[src/hw/rtl/qpr_pkg.sv]
// Shared types, constants and term tables for the quaternion product/rotate datapath.
package qpr_pkg;

    localparam int NUM_COMP = 4;
    localparam int W_IDX    = 3;

    localparam logic OP_PRODUCT = 1'b0;
    localparam logic OP_ROTATE  = 1'b1;

    // Bit k set: term k of that component enters the sum negated.
    localparam logic [3:0] TERM_NEG [NUM_COMP] = '{4'b0100, 4'b0001, 4'b0010, 4'b0111};

    typedef struct packed {
        logic load;
        logic op;
    } stage_ctl_t;

    // Term k of component c multiplies q[k] by p[k ^ (3 - c)].
    function automatic logic [1:0] p_index(logic [1:0] c, logic [1:0] k);
        return k ^ (2'd3 - c);
    endfunction

endpackage

[src/hw/rtl/qpr_sum.sv]
// Sum stage: signed four-term sums, arithmetic shift by the fraction bits, registered.
module qpr_sum #(
    parameter  int PRW = 33,
    parameter  int F   = 14,
    localparam int SW  = PRW + 2,
    localparam int OW  = (SW > F) ? (SW - F) : 1
) (
    input  logic                  clk,
    input  logic                  load,
    input  logic signed [PRW-1:0] prod [qpr_pkg::NUM_COMP][qpr_pkg::NUM_COMP],
    output logic signed [OW-1:0]  sum_reg [qpr_pkg::NUM_COMP]
);
    import qpr_pkg::*;

    logic signed [SW-1:0] acc [NUM_COMP];
    logic signed [SW-1:0] shifted [NUM_COMP];

    always_comb
    begin
        logic signed [SW-1:0] term;
        term = '0;
        for (int c = 0; c < NUM_COMP; c++)
        begin
            acc[c] = '0;
            for (int k = 0; k < NUM_COMP; k++)
            begin
                term = SW'(prod[c][k]);
                if (TERM_NEG[c][k])
                    acc[c] = acc[c] - term;
                else
                    acc[c] = acc[c] + term;
            end
            shifted[c] = acc[c] >>> F;
        end
    end

    // Keep the shifted sum exactly; only the low OW bits can be significant.
    always_ff @(posedge clk)
    begin
        if (load)
        begin
            for (int c = 0; c < NUM_COMP; c++)
            begin
                sum_reg[c] <= shifted[c][OW-1:0];
            end
        end
    end

endmodule

[config.mk]
export PLATFORM = sky130hd
export DESIGN_NAME = qpr_sum
export DESIGN_NICKNAME = d
export VERILOG_FILES = /design/src/hw/rtl/qpr_pkg.sv /design/src/hw/rtl/qpr_sum.sv
export SDC_FILE = /design/constraint.sdc
export NUM_CORES = 1
export LEC_CHECK = 0
export ABC_AREA = 1
export ABC_CLOCK_PERIOD_IN_PS = 2750
export BUFFER_PORTS_ARGS = -buffer_cell sky130_fd_sc_hd__buf_2
export CAP_MARGIN = 10
export CELL_PAD_IN_SITES_DETAIL_PLACEMENT = 0
export CELL_PAD_IN_SITES_GLOBAL_PLACEMENT = 2
export CORE_MARGIN = 2
export CORE_UTILIZATION = 26
export CTS_BUF_LIST = sky130_fd_sc_hd__clkbuf_8
export CTS_CLUSTER_DIAMETER = 60
export DETAILED_ROUTE_END_ITERATION = 7
export PLACE_DENSITY = 0.87
export SYNTH_ARGS = -nofsm -noshare
export SYNTH_HDL_FRONTEND = slang
export SYNTH_SLANG_ARGS = --single-unit
export TNS_END_PERCENT = 50
[constraint.sdc]
create_clock -name clk -period 2.75 [get_ports clk]
set_input_delay 0.4125 -clock clk [delete_from_list [all_inputs] [get_ports clk]]
set_output_delay 0.4125 -clock clk [all_outputs]
set_load 0.02 [all_outputs]
Yosys cells after proc, flatten, opt, wreduce, memory -nomap -nowiden
Cells that the tools add are included.

cells by class
  $add $sub $neg = 14

operators with widths
  kind                     number
  $add A35 B33 Y35         5
  $add A34 B33 Y35         2
  $sub A34 B33 Y35         2
  $sub A1 B33 Y34 const A  2
  $sub A35 B33 Y35         1
  $add A33 B33 Y34         1
  $sub A33 B33 Y34         1

storage, ports and cells
  bits in registers = 84
  bits of input ports = 530
  output and inout port bits = 84
  logic and storage cells = 18

Logic depth before layout (Yosys ltp)
  depth in word-level cells = 4
  gate-level depth with buffers = 18
  gate-level depth less buffers = 18

Least setup slack after synthesis
Ideal clock, no wire load.

  path kind = input port to flip-flop
  start = in prod[53] in the netlist's numbering
  end = reg sum_reg[15] in the netlist's numbering, data pin
  library setup time = 252 ps
  arrival time = 2,625 ps
  required time = 2,498 ps
  slack = -127 ps
  cell stages on the path = 14
  path buffers = 0
  cells stage by stage = inv_1 fa_1 inv_1 fa_1 inv_1 ha_1 a21oi_1 o21ai_0 a21oi_1 nor2_1 nor3_1 nand2_1 nand2_1 nand2_1

RTL lines
  what                           RTL line       RTL
  start, declared                qpr_sum.sv:10  input logic signed [PRW-1:0] prod [qpr_pkg::NUM_COMP][qpr_pkg::NUM_COMP],
  end signal, assigned by index  qpr_sum.sv:44  sum_reg[c] <= shifted[c][OW-1:0];
  end, declared                  qpr_sum.sv:11  output logic signed [OW-1:0] sum_reg [qpr_pkg::NUM_COMP]

==> results by group <==
Clocking
  – Hold buffer count at cts: 0
  – CTS buffer count: 9
  – CTS tree: built
  – Reg clk slew, reported paths: 0.10 ns
  – CTS H-tree depth: 3
  – Clock Tree Buf Depth: 2
  – Clock sinks: 84
  – Clk root buf: clkbuf_8

Global route
  – Largest net degree at the start of global routing: 39
  – Initial antenna violation count: 4
  – GRT Overall Usage: 17.3%
  – First-pass GRT wire length: 97,600 um
  – Vias in the first global route: 18,900
  – GR Overflow Total: 0

Die
  – Die span in y: 269 um
  – Die area: between 0.07 and 0.08 mm^2
  – Chip Width: 269 um
  – # rows: 96
  – Core area: 0.0689 mm^2
  – I/O pin cnt: slightly above 600
  – Initial Util: 26.4%

Placed design
  – Final GP Congestion: around 0.87
  – Cell area after placement: 0.0256 mm^2
  – I/O Buffers: 613
  – Pre-CTS setup slack: -0.654 ns
  – Placed cell count: approximately 4,300
  – Post-DP HPWL: 57,500 um

Logic synthesis
  – Fraction of registers with async set or reset after synthesis: 0%
  – Synth warn: 0
  – #FFs+latches synth: 84
  – Post-synth top flop: edfxtp_1
  – Synth area leader: fa_1
  – Ranking of synthesized cells by area: fa_1 (29%), inv_1 (17%), edfxtp_1 (14%)
  – Avg Cell Area, Syn: 7.25 um^2
  – Share of Yosys cell area claimed by the top area cell type: roughly 29%
  – Post-synth EDFFs: 84
  – Synth Instances: 2,508
  – Seq/Total Area, Yosys: 13.9%
  – Cell area after synthesis: about 0.018 mm^2
  – Syn_nets: 3,436
  – Synth unique cells: 36

Min path
  – Hold crit path type: input pin to flop

STA
  – Worst Hold Margin: 0.538 ns
  – F_max: 0.366 GHz
  – RSZ-0062 raised after global routing: true
  – Final Max Slew Viols: 0
  – Max_slew headroom: between 50% and 60%
  – Worst-Margin Slew: 0.651 ns
  – Setup violators final: 0
  – Period minus WS final: between 2 and 3 ns
  – Final hold vios: 0
  – Fin crit share: 99.3%
  – Final worst setup slack: 0.0182 ns

Routing
  – Wire length per cell: 14.6 um
  – Vias per inst: roughly 4.2
  – ANT nets after route: 0
  – DRT iter0 DRCs: 689
  – Total Routed Length: 63,500 um
  – DRT Pass-1 Iters: 5
  – DRC violations left: 0
  – Vias: roughly 18,000

Worst setup path
  – Crit-path max cell delay: 0.61 ns
  – Critical Path Sink Type: flop
  – Most Frequent Cell on Critical Path: nand2_1
  – Crit-path max FO: 4
  – Critical Path Start Type: input pin
  – Worst path cell trace: buf_6 -> fa_1 -> inv_2 -> fa_2 -> inv_2 -> ha_4 -> a21oi_4 -> o21a_1 -> buf_4 -> nor3_2 -> nor3_2 -> nand2_1 -> nand2_1 -> nand2_1
  – Buffers & Inverters on Critical Path: 4
  – Setup CP Type: input pin to flop
  – Crit-path slowest cell: fa_2
  – Required time worst endpoint: a little under 3 ns
  – Worst path top cell family by delay: adder cells
  – WP data arrival: 2.92 ns

Final layout
  – Number of flip-flops in the largest register: 84
  – Fillers: 7,298
  – Non-Filler Instances: 4,361
  – Nets: 4,351
  – Commonest non-fill, non-tap cell in the layout: inv_1
  – Most frequent cells in the layout: inv_1 (802), buf_2 (611), nand2_1 (448)
  – Fraction of layout instances using a drive strength above 1: between 30% and 40%
  – Area growth syn-to-layout: 49.2%
  – Final Core Density: 39.4%
  – Post-Layout Inst Area: ~0.027 mm^2

Pwr
  – Leak Pwr: around 15 nW
  – Pwr Density: 726 mW/mm^2
  – Peak VDD IR: 0.322 mV

Flow run
  – Max-cap check violation count: 0

Status
  – Status: completed
==> per-layer routing <==
layer  track usage, %  vias to the layer above  wire length (um)
met2             30.5                      376             31500
met4             2.97                        2               687
li1                 -                     9324                 -
met5                0                        -                11
met1             22.8                     8569             28600
met3             2.35                       32              2640
==> what timing repair did <==
action	in CTS	in global routing
setup endpoints to repair	5	71
setup buffers	0	12
resized for setup	10	286
pin swaps	0	71
==> worst paths after layout <==
check,cells past startpoint,start,end,slack [ns]
setup / recovery,14,prod[485],sum_reg[77],0.02
hold / removal,1,load,sum_reg[51],0.54
==> power by group <==
part           switching [mW]  internal, mW
clock                   0.597         0.686
combinational            8.85          7.07
sequential              0.181          2.31
total                    9.63          10.1
==> final cells by class <==
cell class / count / area (um^2) / share of cell area (%)
Multi-Input combinational cell: 1608 / 14800 / 54.6
Timing Repair Buffer: 904 / 5320 / 19.6
Inverter: 816 / 3060 / 11.3
Sequential cell: 84 / 2520 / 9.29
Tap cell: 931 / 1160 / 4.29
Clock inverter: 7 / 131 / 0.484
Clock buffer: 9 / 124 / 0.456
Antenna cell: 2 / 5.00 / 0.0184
==> cell usage after synthesis, types with 2 or more instances <==
cell type,n
and2_1,3
o21a_1,18
xor2_1,36
nand2_1,494
o21ai_0,69
edfxtp_1,84
nor2_1,189
nand2_2,6
nor3_2,15
o21bai_1,8
nand4_1,17
nor3_1,31
ha_1,138
nor3b_1,2
a21o_1,9
a21oi_1,157
a21boi_2,3
nand3_1,91
o211ai_1,3
o31ai_1,6
nand3_2,5
o21ai_2,2
o21ai_1,14
inv_1,814
fa_1,260
nor2_2,8
xnor2_1,3
a21boi_1,4
a31oi_1,8
a21oi_2,3
nor4_1,3
==> stage by stage <==
step / TNS (ns) / total power, mW
after floorplan: -0.502 / 10.8
after global placement: -32.34 / 17.1
after detailed placement: -32.50 / 17.1
after CTS: 0 / 18.5
after global routing: -0.705 / 21.5
final: 0 / 19.7
==> cells by family after synthesis <==
| family | synth area share, % |
|---|---|
| DFF | 13.9 |
| xor gates and xnor gates | 1.88 |
| and+or+nand+nor | 20.0 |
| adders and majority gates | 38.1 |
| buffers and inverters | 16.8 |
| AOI/OAI and AO/OA | 9.32 |
No activity file was read; power rests on OpenSTA's default activity.
