File: config.mk
export PLATFORM = sky130hd
export DESIGN_NAME = qpr_sat
export DESIGN_NICKNAME = d
export VERILOG_FILES = /design/src/hw/rtl/qpr_pkg.sv /design/src/hw/rtl/qpr_sat.sv
export SDC_FILE = /design/constraint.sdc
export NUM_CORES = 1
export LEC_CHECK = 0
export ABC_AREA = 1
export BUFFER_PORTS_ARGS = -buffer_cell sky130_fd_sc_hd__buf_4
export CAP_MARGIN = 20
export CORE_ASPECT_RATIO = 1.25
export CORE_UTILIZATION = 45
export CTS_CLUSTER_SIZE = 10
export DETAILED_ROUTE_END_ITERATION = 7
export GPL_TIMING_DRIVEN = 0
export PLACE_DENSITY = 0.84
export SLEW_MARGIN = 20
export SYNTH_ARGS = -nofsm -noshare
export SYNTH_HDL_FRONTEND = slang
export SYNTH_SLANG_ARGS = --single-unit
File: constraint.sdc
create_clock -name clk -period 3.9 [get_ports clk]
set_input_delay 0.585 -clock clk [delete_from_list [all_inputs] [get_ports clk]]
set_output_delay 0.585 -clock clk [all_outputs]
set_load 0.005 [all_outputs]
File: src/hw/rtl/qpr_pkg.sv
// Shared types, constants and term tables for the quaternion product/rotate datapath.
package qpr_pkg;

    localparam int NUM_COMP = 4;
    localparam int W_IDX    = 3;

    localparam logic OP_PRODUCT = 1'b0;
    localparam logic OP_ROTATE  = 1'b1;

    // Bit k set: term k of that component enters the sum negated.
    localparam logic [3:0] TERM_NEG [NUM_COMP] = '{4'b0100, 4'b0001, 4'b0010, 4'b0111};

    typedef struct packed {
        logic load;
        logic op;
    } stage_ctl_t;

    // Term k of component c multiplies q[k] by p[k ^ (3 - c)].
    function automatic logic [1:0] p_index(logic [1:0] c, logic [1:0] k);
        return k ^ (2'd3 - c);
    endfunction

endpackage

File: src/hw/rtl/qpr_sat.sv
// Output stage: saturate to the component width, zero w on rotation, flag clipping.
module qpr_sat #(
    parameter int IW = 36,
    parameter int W  = 16
) (
    input  logic                   clk,
    input  qpr_pkg::stage_ctl_t    ctl,
    input  logic signed [IW-1:0]   val [qpr_pkg::NUM_COMP],
    output logic signed [W-1:0]    r_reg [qpr_pkg::NUM_COMP],
    output logic                   ovf_reg
);
    import qpr_pkg::*;

    localparam logic signed [W-1:0] MAX_VAL = {1'b0, {(W-1){1'b1}}};
    localparam logic signed [W-1:0] MIN_VAL = {1'b1, {(W-1){1'b0}}};

    logic signed [W-1:0] clip [NUM_COMP];
    logic [NUM_COMP-1:0] over;

    generate
        if (IW >= W)
        begin : g_clip
            always_comb
            begin
                for (int c = 0; c < NUM_COMP; c++)
                begin
                    over[c] = !((&val[c][IW-1:W-1]) || (~|val[c][IW-1:W-1]));
                    if (!over[c])
                        clip[c] = val[c][W-1:0];
                    else if (val[c][IW-1])
                        clip[c] = MIN_VAL;
                    else
                        clip[c] = MAX_VAL;
                end
            end
        end
        else
        begin : g_ext
            always_comb
            begin
                for (int c = 0; c < NUM_COMP; c++)
                begin
                    over[c] = 1'b0;
                    clip[c] = W'(val[c]);
                end
            end
        end
    endgenerate

    always_ff @(posedge clk)
    begin
        if (ctl.load)
        begin
            for (int c = 0; c < W_IDX; c++)
            begin
                r_reg[c] <= clip[c];
            end
            r_reg[W_IDX] <= (ctl.op == OP_ROTATE) ? '0 : clip[W_IDX];
            ovf_reg      <= (|over[W_IDX-1:0]) | ((ctl.op == OP_PRODUCT) & over[W_IDX]);
        end
    end

endmodule

[Word level (Yosys, flattened, before mapping)]
Index checks and enable logic that the tools add are counted.
Cells by class
  bitwise operators: 3
  reductions and logical operators: 21
  muxes and demuxes: 8
Operators with widths (number)
  $mux 16: 8
  $reduce_and 21->1: 4
  $reduce_or 21->1: 4
  $logic_not 1->1: 8
  $logic_or 1x1->1: 4
  $reduce_or 3->1: 1
  $and 1x1->1: 1
  $not 1->1: 1
  $or 1x1->1: 1
Storage, ports and cells
  bits of input ports: 147
  output and inout bits: 65
  logic and storage cells: 37
  register bits: 65

[Depth between registers and ports, before layout]
  word-level depth: 6
  mapped depth: 10
  mapped depth without buffers: 8

[Least setup slack after synthesis]
No wires, ideal clock.
  kind: input to register
  start: input val[126] (netlist name)
  end: register r_reg[53] (netlist name), data pin
  buffers on the path: 2
  cell stages on the path: 8
  required time: 3.648 ns
  data arrival time: 1.472 ns
  slack: 2.176 ns
  setup time: 0.252 ns
  path through: or2_0 nor2_1 nand3_1 nand2_2 or2_1 buf_6 buf_12 nand2_1
RTL lines
  from (decl): line qpr_sat.sv:8  | input logic signed [IW-1:0] val [qpr_pkg::NUM_COMP],
  to (signal, indexed assignment): line qpr_sat.sv:56  | r_reg[c] <= clip[c];
  to (signal, indexed assignment): line qpr_sat.sv:58  | r_reg[W_IDX] <= (ctl.op == OP_ROTATE) ? '0 : clip[W_IDX];
  to (decl): line qpr_sat.sv:9  | output logic signed [W-1:0] r_reg [qpr_pkg::NUM_COMP],

[Final worst setup path]
  start: input val[30] (netlist name)
  end: register r_reg[11] (netlist name), data pin
Between the ends
  cells in the longest elaborated chain, start to end: 4
RTL lines
  $reduce_or 21->1: line qpr_sat.sv:27  | over[c] = !((&val[c][IW-1:W-1]) || (~|val[c][IW-1:W-1]));
  $logic_not 1->1: line qpr_sat.sv:27
  $logic_or 1x1->1 (*): line qpr_sat.sv:27
  $mux 16 (*): line qpr_sat.sv:28  | if (!over[c])
Mark *: on every way between the ends. The rest lies on a longest branch, timed or not.
A chain may end at the register's enable or synchronous reset.

==> run_results.csv <==
group,metric,value,unit
run_status,outcome,"complete, no violations",
logic_synthesis,synth.area.top_cells,"sky130_fd_sc_hd__edfxtp_1 61%, sky130_fd_sc_hd__nand2_1 19%, sky130_fd_sc_hd__nor2_1 8.1%",
logic_synthesis,post_synthesis_cell_area,0.00320,mm2
logic_synthesis,synth_most_common_cell,"sky130_fd_sc_hd__nand2_1",
logic_synthesis,syn-instance-count,359,
detailed_routing,routedWlPerCell,12.8,um
logic_synthesis,number_of_enable_type_register_cells_in_the_synthesized_netlist,65,
power_and_ir_drop,p_leak,0.00233,uW
place,finalWeightedCongestion,0.851,
min_path,hold_path.startpoint,"val[47]",
global_routing,first_global_vias,2939,
min_path,min_path_cells,3,
clocking,tritoncts_num_sinks,65,
floorplanning,core_ar,0.00693,mm2
logic_synthesis,syn-num-nets,506,
sta,tmin_final,1690,ps
worst_setup_path,timing.setup.critical_path_class,"input pin to flop",
clocking,htree_levels,3,
sta,finalCritPeriodShare,43.2,%
min_path,holdCritPathClass,"input pin to flop",
logic_synthesis,synth.largest_area_cell,"sky130_fd_sc_hd__edfxtp_1",
logic_synthesis,syn_area_per_cell,8.91,um2
sta,report.final.hold_viol_count,0,
run,maxCapViolCount,0,
floorplanning,floorplan.initialDensity,46.1,%
layout,n_fill_cell,516,
detailed_routing,iteration_count_of_the_initial_detailed_routing_pass,4,
global_routing,grt_overflow_total,0,
global_routing,grt_max_degree,66,
sta,unrepaired_setup_endpoints_after_global_routing,"no",
detailed_routing,route.detailed.vias_per_inst,4.79,
detailed_routing,drt_wl_total,8640,um
floorplanning,die_outline_area,0.00745,mm2
min_path,hold_end,"r_reg[27]$_DFFE_PP_",
worst_setup_path,worstPathMaxFanout,10,
layout,total_nets_final,727,
worst_setup_path,cp_data_required_time,3960,ps
logic_synthesis,yosys-top-cells-count,"161 x sky130_fd_sc_hd__nand2_1, 69 x sky130_fd_sc_hd__nor2_1, 65 x sky130_fd_sc_hd__edfxtp_1",
sta,fin_tns_setup,0,ps
clocking,setup_bufs_post_cts,0,
worst_setup_path,start_kind,"input pin",
layout,largest_register_ffs,64,
global_routing,grt_total_usage,22.7,%
worst_setup_path,cp-end-kind,"flop",
sta,number_of_pins_exceeding_their_max_slew_limit_in_the_final_report,0,
place,port_buffers,210,
worst_setup_path,worst_ep_arrival_time,1740,ps
layout,antenna_cells,0,
clocking,numCtsBuffers,9,
clocking,cts_hold_repair.buffers,0,
logic_synthesis,yosys_warnings,0,
place,post_detail_place_hpwl,6900,um
logic_synthesis,synth.yosys.seq_area_share,61.0,%
logic_synthesis,synth.lib_cells_used.distinct,17,
floorplanning,die_height,96.3,um
detailed_routing,dr_total_vias,3234,
global_routing,antenna_found_initial,0,
sta,achievable-frequency,593,MHz
clocking,clk_buf_depth,2,
power_and_ir_drop,power-per-cell-area,354,mW/mm2
floorplanning,io-pin-count,212,
logic_synthesis,async_reset_ff_share,0,%
global_routing,grt_first_pass_wirelength,12800,um
detailed_routing,detail-route-antenna-nets,0,
layout,final_layout_size_suffix_gt1_share,41.0,%
place,count_of_placed_standard_cells_including_taps,659,
sta,maxSlewHeadroom,45.9,%
logic_synthesis,netlist.area_leader.share,61.0,%
layout,syn_to_final_growth,60.4,%
layout,layout.cells.non_filler,675,
detailed_routing,dr.first_iter.drc_count,130,
logic_synthesis,most_used_dff_post_synth,"sky130_fd_sc_hd__edfxtp_1",
power_and_ir_drop,vdd_ir_drop_max,0.253,mV
floorplanning,rows,34,
sta,worst_margin_slew,812,ps
clocking,root_driver,"sky130_fd_sc_hd__clkbuf_8",
logic_synthesis,ys_seq_elements,65,
detailed_routing,route.detailed.drc,0,
clocking,clkTransAtPathRegs,80,ps
floorplanning,die_w,77.4,um
sta,setup_viol_count_final,0,
clocking,cts-resized-gates,0,
clocking,cts_tree,"yes",
[stage by stage]
| step | area [um2] | setup WS (ps) | total power [uW] | utilization, % | hold slack (ps) |
|---|---|---|---|---|---|
| after floorplan | 3200 | 2180 | 918 | - | 697 |
| after global placement | 4890 | 1920 | 1140 | 70.5 | 848 |
| after detailed placement | 4890 | 1910 | 1150 | 70.5 | 853 |
| after CTS | 5130 | 2270 | 1830 | 74.0 | 500 |
| after global routing | 5130 | 2130 | 1880 | 74.0 | 508 |
| final | 5130 | 2210 | 1820 | 74.0 | 517 |
[routing by layer]
layer | vias to the layer above | part of all wire [%] | GRT usage, %
li1 | 1608 | - | -
met1 | 1416 | 34 | 21.9
met2 | 171 | 53 | 41.7
met3 | 39 | 8.3 | 6.35
met4 | 0 | 5.1 | 16.2
met5 | - | 0 | 0
[power by group]
part           total, uW  internal [uW]  switching [uW]
Sequential           845            830            15.5
Combinational        287            177             110
Clock                683            424             259
Total               1820           1430             385
[logic make-up (layout without fill, tap and decap cells)]
kind of cell / Yosys count / count (layout) / synth area share (%)
AOI/OAI and AO/OA: 15 / 15 / 2.35
buffers and inverters: 23 / 249 / 4.69
DFF: 65 / 65 / 61.0
and+or+nand+nor: 256 / 256 / 31.9
[cells in the final DEF (no fill, tap or decap), drive strengths merged]
cell type  instances
nand3b             2
a21oi             15
or2                6
nand2            165
buf              219
inv                8
bufinv             3
nand3              6
edfxtp            65
clkinv             2
nor2              69
clkinvlp           2
nand4              8
clkbuf            15
[worst max-delay path by stage]
stage / endpoint / slack [ps] / depth (start not counted) / start
final: r_reg[11]$_SDFFCE_PP0P_ / 2210 / 8 / val[30]
after global routing: r_reg[5]$_SDFFCE_PP0P_ / 2130 / 8 / val[30]
after CTS: r_reg[11]$_SDFFCE_PP0P_ / 2270 / 8 / val[30]
after detailed placement: r_reg[11]$_SDFFCE_PP0P_ / 1910 / 8 / val[30]
after global placement: r_reg[41]$_DFFE_PP_ / 1920 / 9 / val[90]
after floorplan: r_reg[53]$_DFFE_PP_ / 2180 / 8 / val[126]
[critical path: stages]
cell	delay, ps
sky130_fd_sc_hd__buf_4	120
sky130_fd_sc_hd__nor2_1	100
sky130_fd_sc_hd__nand2_1	50
sky130_fd_sc_hd__nor2_1	150
sky130_fd_sc_hd__nand3_1	170
sky130_fd_sc_hd__nand2_1	210
sky130_fd_sc_hd__buf_2	250
sky130_fd_sc_hd__a21oi_1	100
[area by class of cell]
class	instances	area [um2]	share of cell area [%]
tap	90	113	2.20
timing repair buffer	210	1580	30.7
clock buffer	9	124	2.41
clock inverter	7	119	2.32
buffer	15	120	2.34
sequential	65	1950	38.0
multi-input combinational	271	1100	21.4
inverter	8	30.0	0.585
(Power assumes the default switching activity.)
